## src/csem_pkg.sv

```systemverilog
// Package for the counting semaphore table unit.
// Holds table sizes, field widths, status and ALU codes and the ALU request type.
// No dependencies.
package csem_pkg;

	// Table sizes
	localparam int NUM_SEMS       = 16;
	localparam int SLOTS_PER_PROC = 4;
	localparam int NUM_PROCS      = 64;

	// Derived widths
	localparam int SEM_W     = (NUM_SEMS > 1) ? $clog2(NUM_SEMS) : 1;
	localparam int SLOT_CW   = (SLOTS_PER_PROC > 1) ? $clog2(SLOTS_PER_PROC) : 1;
	localparam int SLOT_NUM  = NUM_PROCS * SLOTS_PER_PROC;
	localparam int SLOT_AW   = (SLOT_NUM > 1) ? $clog2(SLOT_NUM) : 1;

	// Field widths fixed by the item format
	localparam int TYPE_W    = 2;
	localparam int PROC_W    = 6;
	localparam int IDX_W     = 4;
	localparam int VAL_W     = 16;
	localparam int REF_W     = 9;
	localparam int STATUS_W  = 3;
	localparam int HANDLE_W  = 4;

	localparam logic [VAL_W-1:0] VALUE_MAX = {VAL_W{1'b1}};
	localparam logic [REF_W-1:0] REF_MAX   = {REF_W{1'b1}};

	// Request kinds
	localparam logic [TYPE_W-1:0] REQ_GET  = 2'd0;
	localparam logic [TYPE_W-1:0] REQ_FREE = 2'd1;
	localparam logic [TYPE_W-1:0] REQ_DOWN = 2'd2;
	localparam logic [TYPE_W-1:0] REQ_UP   = 2'd3;

	// Result status codes
	localparam logic [STATUS_W-1:0] ST_OK          = 3'd0;
	localparam logic [STATUS_W-1:0] ST_NOT_IN_USE  = 3'd1;
	localparam logic [STATUS_W-1:0] ST_SLOTS_FULL  = 3'd2;
	localparam logic [STATUS_W-1:0] ST_TABLE_FULL  = 3'd3;
	localparam logic [STATUS_W-1:0] ST_NOT_HELD    = 3'd4;
	localparam logic [STATUS_W-1:0] ST_WOULD_BLOCK = 3'd5;

	// Shared ALU operations
	typedef enum logic [1:0] {
		ALU_PASS,
		ALU_INC,
		ALU_DEC,
		ALU_SATINC
	} alu_op_t;

	typedef struct packed {
		alu_op_t          op;
		logic [VAL_W-1:0] operand;
	} alu_req_t;

endpackage

```

## src/csem_ram.sv

```systemverilog
// Generic single write, single read RAM with registered read data.
// No dependencies.
module csem_ram #(
	parameter int WIDTH = 8,
	parameter int DEPTH = 256
) (
	input  logic                     clk,
	input  logic                     wr_en,
	input  logic [$clog2(DEPTH)-1:0] wr_addr,
	input  logic [WIDTH-1:0]         wr_data,
	input  logic [$clog2(DEPTH)-1:0] rd_addr,
	output logic [WIDTH-1:0]         rd_data
);

	logic [WIDTH-1:0] mem_q [DEPTH];

	// Write and register the read word
	always_ff @(posedge clk) begin
		if (wr_en) begin
			mem_q[wr_addr] <= wr_data;
		end
		rd_data <= mem_q[rd_addr];
	end

endmodule

```

## src/csem_alu.sv

```systemverilog
// Shared increment / decrement unit for semaphore values and reference counts.
// Depends on csem_pkg.
module csem_alu
	import csem_pkg::*;
(
	input  alu_req_t         req,
	output logic [VAL_W-1:0] result,
	output logic             zero
);

	// One adder serves every count update
	always_comb begin
		case (req.op)
			ALU_INC:    result = req.operand + VAL_W'(1);
			ALU_DEC:    result = req.operand - VAL_W'(1);
			ALU_SATINC: result = (req.operand == VALUE_MAX) ? req.operand
			                                                : req.operand + VAL_W'(1);
			default:    result = req.operand;
		endcase
	end

	assign zero = (req.operand == '0);

endmodule

```

## src/counting_semaphore_table_unit.sv

```systemverilog
// Top level of the counting semaphore table unit: sequencer, semaphore tables,
// per-process slot valid bits and output register.
// Depends on csem_pkg, csem_alu and csem_ram.
//
//  channel | dir | signals                      | contents
//  --------+-----+------------------------------+-------------------------------------
//  s       | in  | s_tvalid s_tready s_tdata    | request item
//          |     | s_tuser                      | request kind and create flag
//  m       | out | m_tvalid m_tready m_tdata    | result item
//
//  Steps: after acceptance, create walks the semaphore table one entry a cycle and
//  then the process slots one a cycle; join checks the entry and then walks the slots,
//  free checks the entry and then reads and compares each slot (RAM read then compare),
//  down and up take the check alone. The result is registered on m as the sequencer finishes.
//  Reset clears all counts and slot valid bits at once; no sweep is needed.
//  A result waiting on m stalls only the final step of the next request.
module counting_semaphore_table_unit
	import csem_pkg::*;
(
	input  logic        clk,
	input  logic        arst_n,
	input  logic        s_tvalid,
	output logic        s_tready,
	input  logic [31:0] s_tdata,  // proc_id[5:0], sem_index[9:6], start_count[25:10], zero
	input  logic [2:0]  s_tuser,  // req_type[1:0], create_new[2]
	output logic        m_tvalid,
	input  logic        m_tready,
	output logic [7:0]  m_tdata   // status[2:0], sem_handle[6:3], wake_waiters[7]
);

	localparam logic [2:0] S_IDLE     = 3'd0;
	localparam logic [2:0] S_CHECK    = 3'd1;
	localparam logic [2:0] S_SEM_SCAN = 3'd2;
	localparam logic [2:0] S_SLOT_SCN = 3'd3;
	localparam logic [2:0] S_SLOT_RD  = 3'd4;
	localparam logic [2:0] S_SLOT_CMP = 3'd5;

	// Sequencer and request registers
	logic [2:0]          state_q, nxt_state;
	logic [TYPE_W-1:0]   type_q;
	logic [PROC_W-1:0]   proc_q;
	logic                create_q;
	logic [IDX_W-1:0]    idx_q;
	logic [VAL_W-1:0]    init_q;
	logic [SEM_W-1:0]    target_q, nxt_target;
	logic [SEM_W-1:0]    sem_cnt_q, nxt_sem_cnt;
	logic [SLOT_CW-1:0]  slot_cnt_q, nxt_slot_cnt;

	// Tables
	logic [VAL_W-1:0]    val_q [NUM_SEMS];
	logic [REF_W-1:0]    ref_q [NUM_SEMS];
	logic [SLOT_NUM-1:0] slot_vld_q;

	// Output register
	logic                out_valid_q;
	logic [7:0]          out_data_q;

	// Step controls
	logic                fin, commit, out_free, accept;
	logic [STATUS_W-1:0] fin_status;
	logic [HANDLE_W-1:0] fin_handle;
	logic                fin_wake;
	logic                val_we, ref_we, slot_set, slot_clr;
	logic [VAL_W-1:0]    val_wd;
	logic [REF_W-1:0]    ref_wd;

	logic [SEM_W-1:0]    rd_sem;
	logic [REF_W-1:0]    ref_rd;
	logic [VAL_W-1:0]    val_rd;
	logic [SLOT_AW-1:0]  slot_addr;
	logic                slot_vld;
	logic [SEM_W-1:0]    slot_sem;
	logic                proc_ok, idx_ok, sem_last, slot_last;

	alu_req_t            alu_req;
	logic [VAL_W-1:0]    alu_res;
	logic                alu_zero;

	assign accept   = s_tvalid && s_tready;
	assign s_tready = (state_q == S_IDLE);
	assign out_free = !out_valid_q || m_tready;
	assign commit   = !fin || out_free;

	assign rd_sem    = (state_q == S_SEM_SCAN) ? sem_cnt_q : target_q;
	assign ref_rd    = ref_q[rd_sem];
	assign val_rd    = val_q[target_q];
	assign slot_addr = SLOT_AW'(int'(proc_q) * SLOTS_PER_PROC + int'(slot_cnt_q));
	assign slot_vld  = slot_vld_q[slot_addr];
	assign proc_ok   = (int'(proc_q) < NUM_PROCS);
	assign idx_ok    = (int'(idx_q) < NUM_SEMS);
	assign sem_last  = (sem_cnt_q == SEM_W'(NUM_SEMS - 1));
	assign slot_last = (slot_cnt_q == SLOT_CW'(SLOTS_PER_PROC - 1));

	csem_alu u_alu (
		.req    (alu_req),
		.result (alu_res),
		.zero   (alu_zero)
	);

	// Semaphore index of each held slot; valid bits live in flops
	csem_ram #(
		.WIDTH (SEM_W),
		.DEPTH (SLOT_NUM)
	) u_slot_ram (
		.clk     (clk),
		.wr_en   (slot_set && commit),
		.wr_addr (slot_addr),
		.wr_data (target_q),
		.rd_addr (slot_addr),
		.rd_data (slot_sem)
	);

	// Select the ALU operand for the current step
	always_comb begin
		alu_req.op      = ALU_PASS;
		alu_req.operand = {{(VAL_W-REF_W){1'b0}}, ref_rd};
		case (state_q)
			S_CHECK: begin
				alu_req.operand = val_rd;
				alu_req.op      = (type_q == REQ_UP) ? ALU_SATINC : ALU_DEC;
			end
			S_SLOT_SCN: alu_req.op = ALU_INC;
			S_SLOT_CMP: alu_req.op = ALU_DEC;
			default:    alu_req.op = ALU_PASS;
		endcase
	end

	// Sequencer step
	always_comb begin
		nxt_state    = state_q;
		nxt_target   = target_q;
		nxt_sem_cnt  = sem_cnt_q;
		nxt_slot_cnt = slot_cnt_q;
		fin          = 1'b0;
		fin_status   = ST_OK;
		fin_handle   = '0;
		fin_wake     = 1'b0;
		val_we       = 1'b0;
		val_wd       = alu_res;
		ref_we       = 1'b0;
		ref_wd       = alu_res[REF_W-1:0];
		slot_set     = 1'b0;
		slot_clr     = 1'b0;
		case (state_q)
			S_CHECK: begin
				if (!idx_ok || ref_rd == '0) begin
					fin        = 1'b1;
					fin_status = ST_NOT_IN_USE;
				end else begin
					case (type_q)
						REQ_GET: begin
							if (proc_ok) begin
								nxt_state    = S_SLOT_SCN;
								nxt_slot_cnt = '0;
							end else begin
								fin        = 1'b1;
								fin_status = ST_SLOTS_FULL;
							end
						end
						REQ_FREE: begin
							if (proc_ok) begin
								nxt_state    = S_SLOT_RD;
								nxt_slot_cnt = '0;
							end else begin
								fin        = 1'b1;
								fin_status = ST_NOT_HELD;
							end
						end
						REQ_DOWN: begin
							fin = 1'b1;
							if (alu_zero) begin
								fin_status = ST_WOULD_BLOCK;
							end else begin
								val_we = 1'b1;
							end
						end
						default: begin
							fin      = 1'b1;
							fin_wake = alu_zero;
							val_we   = 1'b1;
						end
					endcase
				end
			end
			S_SEM_SCAN: begin
				if (ref_rd == '0) begin
					nxt_target = sem_cnt_q;
					if (proc_ok) begin
						nxt_state    = S_SLOT_SCN;
						nxt_slot_cnt = '0;
					end else begin
						fin        = 1'b1;
						fin_status = ST_SLOTS_FULL;
					end
				end else if (sem_last) begin
					fin        = 1'b1;
					fin_status = ST_TABLE_FULL;
				end else begin
					nxt_sem_cnt = sem_cnt_q + SEM_W'(1);
				end
			end
			S_SLOT_SCN: begin
				if (!slot_vld) begin
					fin = 1'b1;
					if (create_q) begin
						val_we     = 1'b1;
						val_wd     = init_q;
						ref_we     = 1'b1;
						ref_wd     = REF_W'(1);
						slot_set   = 1'b1;
						fin_handle = HANDLE_W'(target_q);
					end else if (ref_rd >= REF_MAX) begin
						fin_status = ST_TABLE_FULL;
					end else begin
						ref_we     = 1'b1;
						slot_set   = 1'b1;
						fin_handle = HANDLE_W'(target_q);
					end
				end else if (slot_last) begin
					fin        = 1'b1;
					fin_status = ST_SLOTS_FULL;
				end else begin
					nxt_slot_cnt = slot_cnt_q + SLOT_CW'(1);
				end
			end
			S_SLOT_RD: nxt_state = S_SLOT_CMP;
			S_SLOT_CMP: begin
				if (slot_vld && slot_sem == target_q) begin
					fin      = 1'b1;
					slot_clr = 1'b1;
					ref_we   = 1'b1;
				end else if (slot_last) begin
					fin        = 1'b1;
					fin_status = ST_NOT_HELD;
				end else begin
					nxt_state    = S_SLOT_RD;
					nxt_slot_cnt = slot_cnt_q + SLOT_CW'(1);
				end
			end
			default: nxt_state = state_q;
		endcase
		if (fin) begin
			nxt_state = S_IDLE;
		end
	end

	// Latch the request and advance the sequencer
	always_ff @(posedge clk or negedge arst_n) begin
		if (!arst_n) begin
			state_q    <= S_IDLE;
			sem_cnt_q  <= '0;
			slot_cnt_q <= '0;
			target_q   <= '0;
		end else if (state_q == S_IDLE) begin
			if (accept) begin
				sem_cnt_q <= '0;
				target_q  <= SEM_W'(s_tdata[9:6]);
				if (s_tuser[1:0] == REQ_GET && s_tuser[2]) begin
					state_q <= S_SEM_SCAN;
				end else begin
					state_q <= S_CHECK;
				end
			end
		end else if (commit) begin
			state_q    <= nxt_state;
			sem_cnt_q  <= nxt_sem_cnt;
			slot_cnt_q <= nxt_slot_cnt;
			target_q   <= nxt_target;
		end
	end

	always_ff @(posedge clk) begin
		if (accept) begin
			type_q   <= s_tuser[1:0];
			create_q <= s_tuser[2];
			proc_q   <= s_tdata[5:0];
			idx_q    <= s_tdata[9:6];
			init_q   <= s_tdata[25:10];
		end
	end

	// Update semaphore tables and slot valid bits
	always_ff @(posedge clk or negedge arst_n) begin
		if (!arst_n) begin
			for (int i = 0; i < NUM_SEMS; i++) begin
				val_q[i] <= '0;
				ref_q[i] <= '0;
			end
			slot_vld_q <= '0;
		end else if (state_q != S_IDLE && commit) begin
			if (val_we) begin
				val_q[target_q] <= val_wd;
			end
			if (ref_we) begin
				ref_q[target_q] <= ref_wd;
			end
			if (slot_set) begin
				slot_vld_q[slot_addr] <= 1'b1;
			end
			if (slot_clr) begin
				slot_vld_q[slot_addr] <= 1'b0;
			end
		end
	end

	// Load the result register, drop it once taken
	always_ff @(posedge clk or negedge arst_n) begin
		if (!arst_n) begin
			out_valid_q <= 1'b0;
		end else if (state_q != S_IDLE && fin && commit) begin
			out_valid_q <= 1'b1;
		end else if (m_tready) begin
			out_valid_q <= 1'b0;
		end
	end

	always_ff @(posedge clk) begin
		if (state_q != S_IDLE && fin && commit) begin
			out_data_q <= {fin_wake, fin_handle, fin_status};
		end
	end

	assign m_tvalid = out_valid_q;
	assign m_tdata  = out_data_q;

	// A new result never overwrites one still waiting
	a_no_overwrite: assert property (@(posedge clk) disable iff (!arst_n)
		(state_q != S_IDLE && fin && commit) |-> (!out_valid_q || m_tready))
		else $error("result register overwritten while pending");

	// An accepted item always starts the sequencer
	a_accept_starts: assert property (@(posedge clk) disable iff (!arst_n)
		accept |=> (state_q == S_CHECK || state_q == S_SEM_SCAN))
		else $error("accepted item did not start the sequencer");

	// A reference is dropped only from a semaphore that is in use
	a_ref_dec: assert property (@(posedge clk) disable iff (!arst_n)
		(state_q == S_SLOT_CMP && slot_clr && commit) |-> (ref_rd != '0))
		else $error("reference count underflow");

	// A filled slot shows as held on the next cycle
	a_slot_set: assert property (@(posedge clk) disable iff (!arst_n)
		(slot_set && commit) |=> slot_vld_q[$past(slot_addr)])
		else $error("slot valid bit not set");

endmodule

```

## config.mk

```make
export PLATFORM = sky130hd
export DESIGN_NAME = counting_semaphore_table_unit
export DESIGN_NICKNAME = d
export VERILOG_FILES = /design/src/csem_pkg.sv /design/src/csem_ram.sv /design/src/csem_alu.sv /design/src/counting_semaphore_table_unit.sv
export SDC_FILE = /design/constraint.sdc
export NUM_CORES = 2
export LEC_CHECK = 0
export BUFFER_PORTS_ARGS = -buffer_cell sky130_fd_sc_hd__buf_2
export CAP_MARGIN = 20
export CORE_MARGIN = 5
export CORE_UTILIZATION = 40
export CTS_CLUSTER_SIZE = 14
export DETAILED_ROUTE_END_ITERATION = 10
export GPL_ROUTABILITY_DRIVEN = 0
export PLACE_DENSITY = 0.59
export SYNTH_ARGS = -nofsm -noshare
export SYNTH_HDL_FRONTEND = slang
export SYNTH_SLANG_ARGS = --single-unit
```

## constraint.sdc

```tcl
create_clock -name clk -period 10.1 [get_ports clk]
set_input_delay 0.505 -clock clk [delete_from_list [all_inputs] [get_ports clk]]
set_output_delay 0.505 -clock clk [all_outputs]
set_load 0.01 [all_outputs]
```

# ---- Word-level counts from Yosys, hierarchy flattened
# Memory sizes are Yosys's and may differ from the RTL's. A register that Yosys moved wholly into a read port is not among the register bits.
# Index checks and enable logic that the tools add are counted.
dict set report totals {
  ram_bits 1024
  mem_count 1
  inputBits 39
  output_inout_bits 10
  wordCells 226
  regBits 703
}
# name words width read_ports rd_ports_with_merged_regs wr line_no
set mem_list {}
lappend mem_list {u_slot_ram.mem_q 256 4 1 1 1 csem_ram.sv:15} ;# logic [WIDTH-1:0] mem_q [DEPTH];
dict set report op_classes {
  n_reduce_logical 34
  eq_ne 28
  bitwise 8
  add_sub_neg 5
  muxes 99
  order_cmp 6
}
# operator n
set op_table {}
lappend op_table {{$mux 256} 3}
lappend op_table {{$and 256x256->256} 1}
lappend op_table {{$bwmux 256} 1}
lappend op_table {{$not 256->256} 1}
lappend op_table {{$or 256x256->256} 1}
lappend op_table {{$bwmux 144} 1}
lappend op_table {{$mux 16} 8}
lappend op_table {{$bmux 16 s4} 1}
lappend op_table {{$demux 16 s4} 1}
lappend op_table {{$mux 4} 14}
lappend op_table {{$mux 9} 6}
lappend op_table {{$pmux 16 s3} 1}
lappend op_table {{$mux 3} 14}
lappend op_table {{$bmux 9 s4} 1}
lappend op_table {{$demux 9 s4} 1}
lappend op_table {{$mux 1} 24}
lappend op_table {{$mux 2} 12}
lappend op_table {{$pmux 3 s4} 2}
lappend op_table {{$add 16x1->16 const B} 1}
lappend op_table {{$eq 16x16->1 const B} 1}
lappend op_table {{$logic_not 16->1} 1}
lappend op_table {{$reduce_and 8->1} 2}
lappend op_table {{$sub 16x1->16 const B} 1}
lappend op_table {{$ne 2x2->1 const B} 6}
lappend op_table {{43 further kinds} 75}

# ---- Logic depth before layout (Yosys ltp)
dict set report logic_depth {
  word_depth 15
  depth_mapped 23
  ltp_nobuf 14
}

# ---- Hierarchy
# Synthesis repeated with hierarchy kept, for this count alone.
dict set report unflattened {
  cells_unflattened 4957
  hier_area_um2 75409.8
}
# mod area_per_inst_um2 n_inst cells_each seq_area_each_um2
set by_module_without_submodules {}
lappend by_module_without_submodules {csem_ram 40675.3 1 2051 30829.6}
lappend by_module_without_submodules {counting_semaphore_table_unit 34030.1 1 2797 17757.0}
lappend by_module_without_submodules {csem_alu 704.4 1 109 0.0}

# ---- Least setup slack after synthesis
# OpenSTA, ideal clock, no wires.
dict set report synth_path {
  path_type {flip-flop to flip-flop}
  startpoint {reg target_q[0]}
  endpoint {reg val_q[136] in the netlist's numbering}
  synth_period_minus_slack_ns 8.243
  t_required_ns 10.036
  n_path_buf 8
  arrival_ns 8.179
  setup_time_ns 0.064
  path_slack_ns 1.857
  stages_incl_launch_ff 23
  cell_sequence {dfrtp_1 -> buf_4 -> buf_6 -> buf_4 -> buf_2 -> buf_2 -> buf_4 -> mux4_2 -> mux2i_1 -> nand4_1 -> nand3_1 -> nor2_1 -> nand3_1 -> clkinv_1 -> ha_1 -> nor4b_1 -> and4_1 -> clkbuf_1 -> or2_2 -> or4_1 -> a41oi_1 -> buf_2 -> mux2_2}
}
dict set report synth_via {
  elab_chain_len 13
  elab_cells_between_ends 40
  classes_between {2 x add/sub; 2 x order compare; 2 x eq/ne; 24 x mux; 2 x bitwise; 8 x reduce/logical}
}
# item line_no
set synth_rtl {}
lappend synth_rtl {{from (decl)} counting_semaphore_table_unit.sv:45} ;# logic [SEM_W-1:0] target_q, nxt_target;
lappend synth_rtl {{from (signal assigned)} counting_semaphore_table_unit.sv:257} ;# target_q <= SEM_W'(s_tdata[9:6]);
lappend synth_rtl {{from (signal assigned)} counting_semaphore_table_unit.sv:268} ;# target_q <= nxt_target;
lappend synth_rtl {{$mux 4} counting_semaphore_table_unit.sv:84} ;# assign rd_sem = (state_q == S_SEM_SCAN) ? sem_cnt_q : target_q;
lappend synth_rtl {{$not 4->5 (not written as such)} counting_semaphore_table_unit.sv:85} ;# assign ref_rd = ref_q[rd_sem];
lappend synth_rtl {{$bmux 9 s4} counting_semaphore_table_unit.sv:85}
lappend synth_rtl {{$mux 9 (not written as such) (2 in series)} counting_semaphore_table_unit.sv:85}
lappend synth_rtl {{$mux 16} counting_semaphore_table_unit.sv:117} ;# case (state_q)
lappend synth_rtl {{$add 16x1->16 or $eq 16x16->1 (tied branches)} {csem_alu.sv:14, csem_alu.sv:17, csem_alu.sv:16}}
lappend synth_rtl {{$mux 16} csem_alu.sv:16} ;# ALU_SATINC: result = (req.operand == VALUE_MAX) ? req.operand
lappend synth_rtl {{$pmux 16 s3} csem_alu.sv:13} ;# case (req.op)
lappend synth_rtl {{$mux 16} counting_semaphore_table_unit.sv:205} ;# if (create_q) begin
lappend synth_rtl {{$mux 16} counting_semaphore_table_unit.sv:203} ;# if (!slot_vld) begin
lappend synth_rtl {{$mux 16} counting_semaphore_table_unit.sv:144} ;# case (state_q)
lappend synth_rtl {{$bwmux 256} counting_semaphore_table_unit.sv:292} ;# val_q[target_q] <= val_wd;
lappend synth_rtl {{to (signal, indexed assignment)} counting_semaphore_table_unit.sv:292}
lappend synth_rtl {{to (decl)} counting_semaphore_table_unit.sv:50} ;# logic [VAL_W-1:0] val_q [NUM_SEMS];
# Several ways; a longest one is shown, not always the timed one. The select of a mux whose other input is x is not followed.
# A chain may end at the register's enable or synchronous reset.

# ---- Final worst setup path
dict set report layout_path {
  startpoint {reg proc_q[3]}
  endpoint {mem u_slot_ram.mem_q[36][2] in the netlist's numbering, enable pin}
}
dict set report layout_via {
  elab_chain_len 11
  elab_cells_between_ends 14
  classes_between {1 x add/sub; 9 x mux; 4 x reduce/logical}
}
# item line_no
set layout_rtl {}
lappend layout_rtl {{from (decl)} counting_semaphore_table_unit.sv:41} ;# logic [PROC_W-1:0] proc_q;
lappend layout_rtl {{from (signal assigned)} counting_semaphore_table_unit.sv:276} ;# proc_q <= s_tdata[5:0];
lappend layout_rtl {{$add 8x2->8 *} counting_semaphore_table_unit.sv:87} ;# assign slot_addr = SLOT_AW'(int'(proc_q) * SLOTS_PER_PROC + int'(slot_cnt_q));
lappend layout_rtl {{$bmux 1 s8} counting_semaphore_table_unit.sv:88} ;# assign slot_vld = slot_vld_q[slot_addr];
lappend layout_rtl {{$mux 1 (not written as such)} counting_semaphore_table_unit.sv:88}
lappend layout_rtl {{$logic_and 1x1->1} counting_semaphore_table_unit.sv:228} ;# if (slot_vld && slot_sem == target_q) begin
lappend layout_rtl {{$mux 1} counting_semaphore_table_unit.sv:228}
lappend layout_rtl {{$pmux 1 s4} counting_semaphore_table_unit.sv:144}
lappend layout_rtl {{$logic_not 1->1} counting_semaphore_table_unit.sv:82} ;# assign commit = !fin || out_free;
lappend layout_rtl {{$logic_or 1x1->1} counting_semaphore_table_unit.sv:82}
lappend layout_rtl {{$logic_and 1x1->1} counting_semaphore_table_unit.sv:106} ;# .wr_en (slot_set && commit),
lappend layout_rtl {{$mux 1} csem_ram.sv:19} ;# if (wr_en) begin
lappend layout_rtl {{$mux 1 (not written as such)} csem_ram.sv:20} ;# mem_q[wr_addr] <= wr_data;
lappend layout_rtl {{to (decl)} csem_ram.sv:15}
# Every way passes the cells marked *; elsewhere a longest branch is shown, timed or not. The select of a mux whose other input is x is not followed.

==> results.cfg <==
[clock_network]
cts_root_buf = clkbuf_16
numCtsBuffers = 177
clk_latency_ps = 840
cts_resized = 0
clockBufferDepth = 3
h-tree-depth = 4
path_clk_slew_ps = 60
cts_tree = done
cts_sinks = 1731

[die]
core_area_um2 = 195000
die_w_um = 454
io_pins = 49
die_y_um = 454
row_count = 162
start_util_pct = 40.3
die-area_um2 = 206000

[worst_setup_path]
worstPathRequired_ps = 10550
crit_path_top_delay_cell = nand4bb_1
crit_fanout = 71
startpoint_type = register
end_kind = register
critical_path_class = register to register
critPathArrivalTime_ps = 8080
reg2reg_from = proc_q[3]
worstPathCellList = buf_4 -> nand4bb_1 -> a211oi_1 -> nand3_1 -> nand4_1 -> nor4_1 -> buf_2 -> and3_1 -> a41oi_1 -> a31o_4 -> nand2_4 -> buf_4 -> nor3_1
crit_start = proc_q[3]
cp_common_cell = buf_4
cp_slowest_stage_delay_ps = 890

[sta]
relSlewSlack_pct = 19.2
tns_ps = 0
fin_skew_ps = 53.3
drv_slew = 0
maxClockFrequency_mhz = 131
worstMarginPinSlew_ps = 1210
finalHoldViolations = 0
fin_crit_ps = 7630
grt_setup_unrepaired = no
setup_viol = 0
fin_crit_sh_pct = 75.5

[routing]
vias = 46900
post_drt_via_cell_ratio = 6.17
drcViolationCount = 0
ant_nets = 0
firstDrtPassIters = 7
wl_per_cell_um = 27.8
drt_iter0_markers = 4733
routed_wl_um = 212000

[placed_design]
detailed_place_hpwl_um = 122000
portBuffers = 42
placed_area_um2 = 81200

[synth]
yosys.area_share.simple_pct = 5.36
synth_cell_types = 96
synth_adder_area_share_pct = 0.127
ys.flop_type = edfxtp_1
async_reset_ff_share_pct = 38.7
syn_inst = 4964
yosysWarnings = 0
synth_nets = 5011
synth_edf_count = 1057
synth_mux_area_share_pct = 21.1
syn_area_per_cell_um2 = 15.9
ys_seq_elements = 1731
synthTopCellsByArea = edfxtp_1, dfrtp_1, mux4_2, mux2_2, a41oi_1
synth_top_family_by_area = multiplexers
synth_compound_area_share_pct = 8.41
yosysTopAreaCell = edfxtp_1
syn_area_um2 = 78800
synth_xor_area_share_pct = 0.100
ys_seq_area_share_pct = 61.7
synth_top_cell_area_share_pct = 40.3

[grt]
grt_overflow = 0
grt_pass1_vias = 47200
grt_antenna_before_repair = 3
gr-usage-all-layers_pct = 20.3
grt_max_degree = 235
grt_pass1_wl_um = 318000

[power_and_ir_drop]
p_leak_nw = 31.2
ir_drop_v = 0.000257
power.density_nw_per_um2 = 288

[layout]
fill_cells = 17100
fin_util_pct = 44.8
nNetsFinal = 4876
design_area_um2 = 87500
syn2layout_area_growth_pct = 11.1
layout-drive-gt1-share_pct = 27.7

[job]
cap_viol_max_count = 0

[outcome]
outcome = finished, final reports clean

[worst_hold_path]
hold_path.class = input port to register
min_from = m_tready
==> cells in the mapped netlist (all sizes together), types with 23 or more instances <==
cell type	n
a31oi	283
mux2i	157
and2	33
dfrtp	670
clkbuf	304
a41oi	275
nand2	131
a22oi	51
a21oi	44
mux4	468
and3	23
a211oi	32
mux2	374
edfxtp	1057
buf	227
nor3	296
inv	35
nor2	72
nand3	86
o21ai	36
nand4	26
==> worst max-delay path: cells and delay by family, from the launching register on <==
family | cells | cell delay, ps
simple gates | 7 | 2920
buf+inv | 3 | 1360
flops | 1 | 770
compound gates | 3 | 2000
==> layout by cell type (no fill, tap or decap), types with 13 or more instances in the layout <==
| cell type | Yosys | layout |
|---|---|---|
| edfxtp_1 | 1057 | 1057 |
| dfrtp_1 | 670 | 662 |
| mux4_2 | 468 | 468 |
| mux2_2 | 294 | 294 |
| nor3_1 | 295 | 293 |
| a31oi_1 | 283 | 282 |
| a41oi_1 | 275 | 275 |
| clkbuf_16 | 0 | 179 |
| mux2i_1 | 157 | 157 |
| nand2_1 | 131 | 130 |
| buf_4 | 11 | 126 |
| mux2_4 | 80 | 80 |
| nor2_1 | 72 | 69 |
| nand3_1 | 56 | 55 |
| a22oi_1 | 51 | 51 |
| a21oi_1 | 44 | 43 |
| clkbuf_1 | 304 | 42 |
| buf_2 | 147 | 42 |
| inv_1 | 33 | 33 |
| o21ai_0 | 34 | 33 |
| and2_1 | 33 | 33 |
| a211oi_1 | 31 | 31 |
| dlygate4sd3_1 | 0 | 30 |
| clkinv_1 | 1 | 29 |
| clkinv_2 | 0 | 27 |
| nand4_1 | 26 | 26 |
| and3_1 | 23 | 22 |
| nand3_2 | 20 | 21 |
| nor2b_1 | 21 | 20 |
| o2bb2ai_1 | 19 | 19 |
| a32oi_1 | 18 | 18 |
| bufinv_16 | 0 | 16 |
| clkbuf_8 | 0 | 16 |
| a21o_1 | 13 | 13 |
==> state kept, by name, summed over array words and instances, names as in the netlist, 6 cells and up <==
register          count
init_q               16
val_q               256
m_tdata               8
u_slot_ram.mem_q   1024
proc_q                6
ref_q               144
slot_vld_q          256
==> timing repair <==
item,4_1_cts,5_1_grt
setup buffers,0,0
hold endpoints to repair,123,0
hold buffers,30,0
==> cell type report <==
class                           instances  area, um^2  share of cell area, %
Antenna cell                            2        5.00                0.00572
Tap cell                             2624        3280                   3.75
Timing Repair Buffer                  217        1790                   2.05
Clock buffer                          237        4860                   5.55
Sequential cell                      1731       48600                   55.6
Inverter                               36         135                  0.154
Clock inverter                         92        1030                   1.17
Multi-Input combinational cell       2666       27800                   31.7
==> metal layers <==
metal  global-route usage (%)  routed length (um)
met3                     4.01               14100
met5                        0                   0
met4                     5.35                5440
met2                     32.5              101000
met1                     28.5               90700
==> worst paths after layout <==
| kind | endpoint | slack [ps] | cells after the start |
|---|---|---|---|
| worst max-delay path | u_slot_ram.mem_q[36][2] | 2470 | 13 |
| worst min-delay path | m_tvalid | 70 | 3 |
| worst max register to register | u_slot_ram.mem_q[36][2] | 2470 | 13 |
| worst min register to register | val_q[137] | 480 | 1 |
| max in group asynchronous | target_q[1] | 7190 | 4 |
| min in group asynchronous | val_q[254] | 360 | 2 |
==> metrics by stage <==
stage | setup WS [ps] | total power [W] | hold WS (ps) | std cells
finish | 2470 | 0.0252 | 73.4 | 7605
global route | 2240 | 0.0263 | 33.4 | 7604
CTS | 2420 | 0.0253 | 13.6 | 7593
detailed placement | 2420 | 0.0186 | 471 | 7234
global placement | 2550 | 0.0184 | 468 | 7231
floorplan | 1860 | 0.0159 | 209 | 4964
==> report_power, final <==
part | leakage (nW) | switching, W | internal [W]
sequential | 18.6 | 0.000637 | 0.00902
combinational | 9.68 | 0.00564 | 0.00323
clock | 2.87 | 0.00285 | 0.00381
==> kinds of logic (layout without fill, tap and decap cells) <==
logic type / Yosys count / after routing
muxes: 999 / 999
and+or+nand+nor: 771 / 771
adders and majority gates: 8 / 8
AOI/OAI and AO/OA: 879 / 879
other: 0 / 2
buffers and inverters: 567 / 582
DFF: 1731 / 1731
xor gates and xnor gates: 9 / 9
Power figures use the tool's default switching activity.
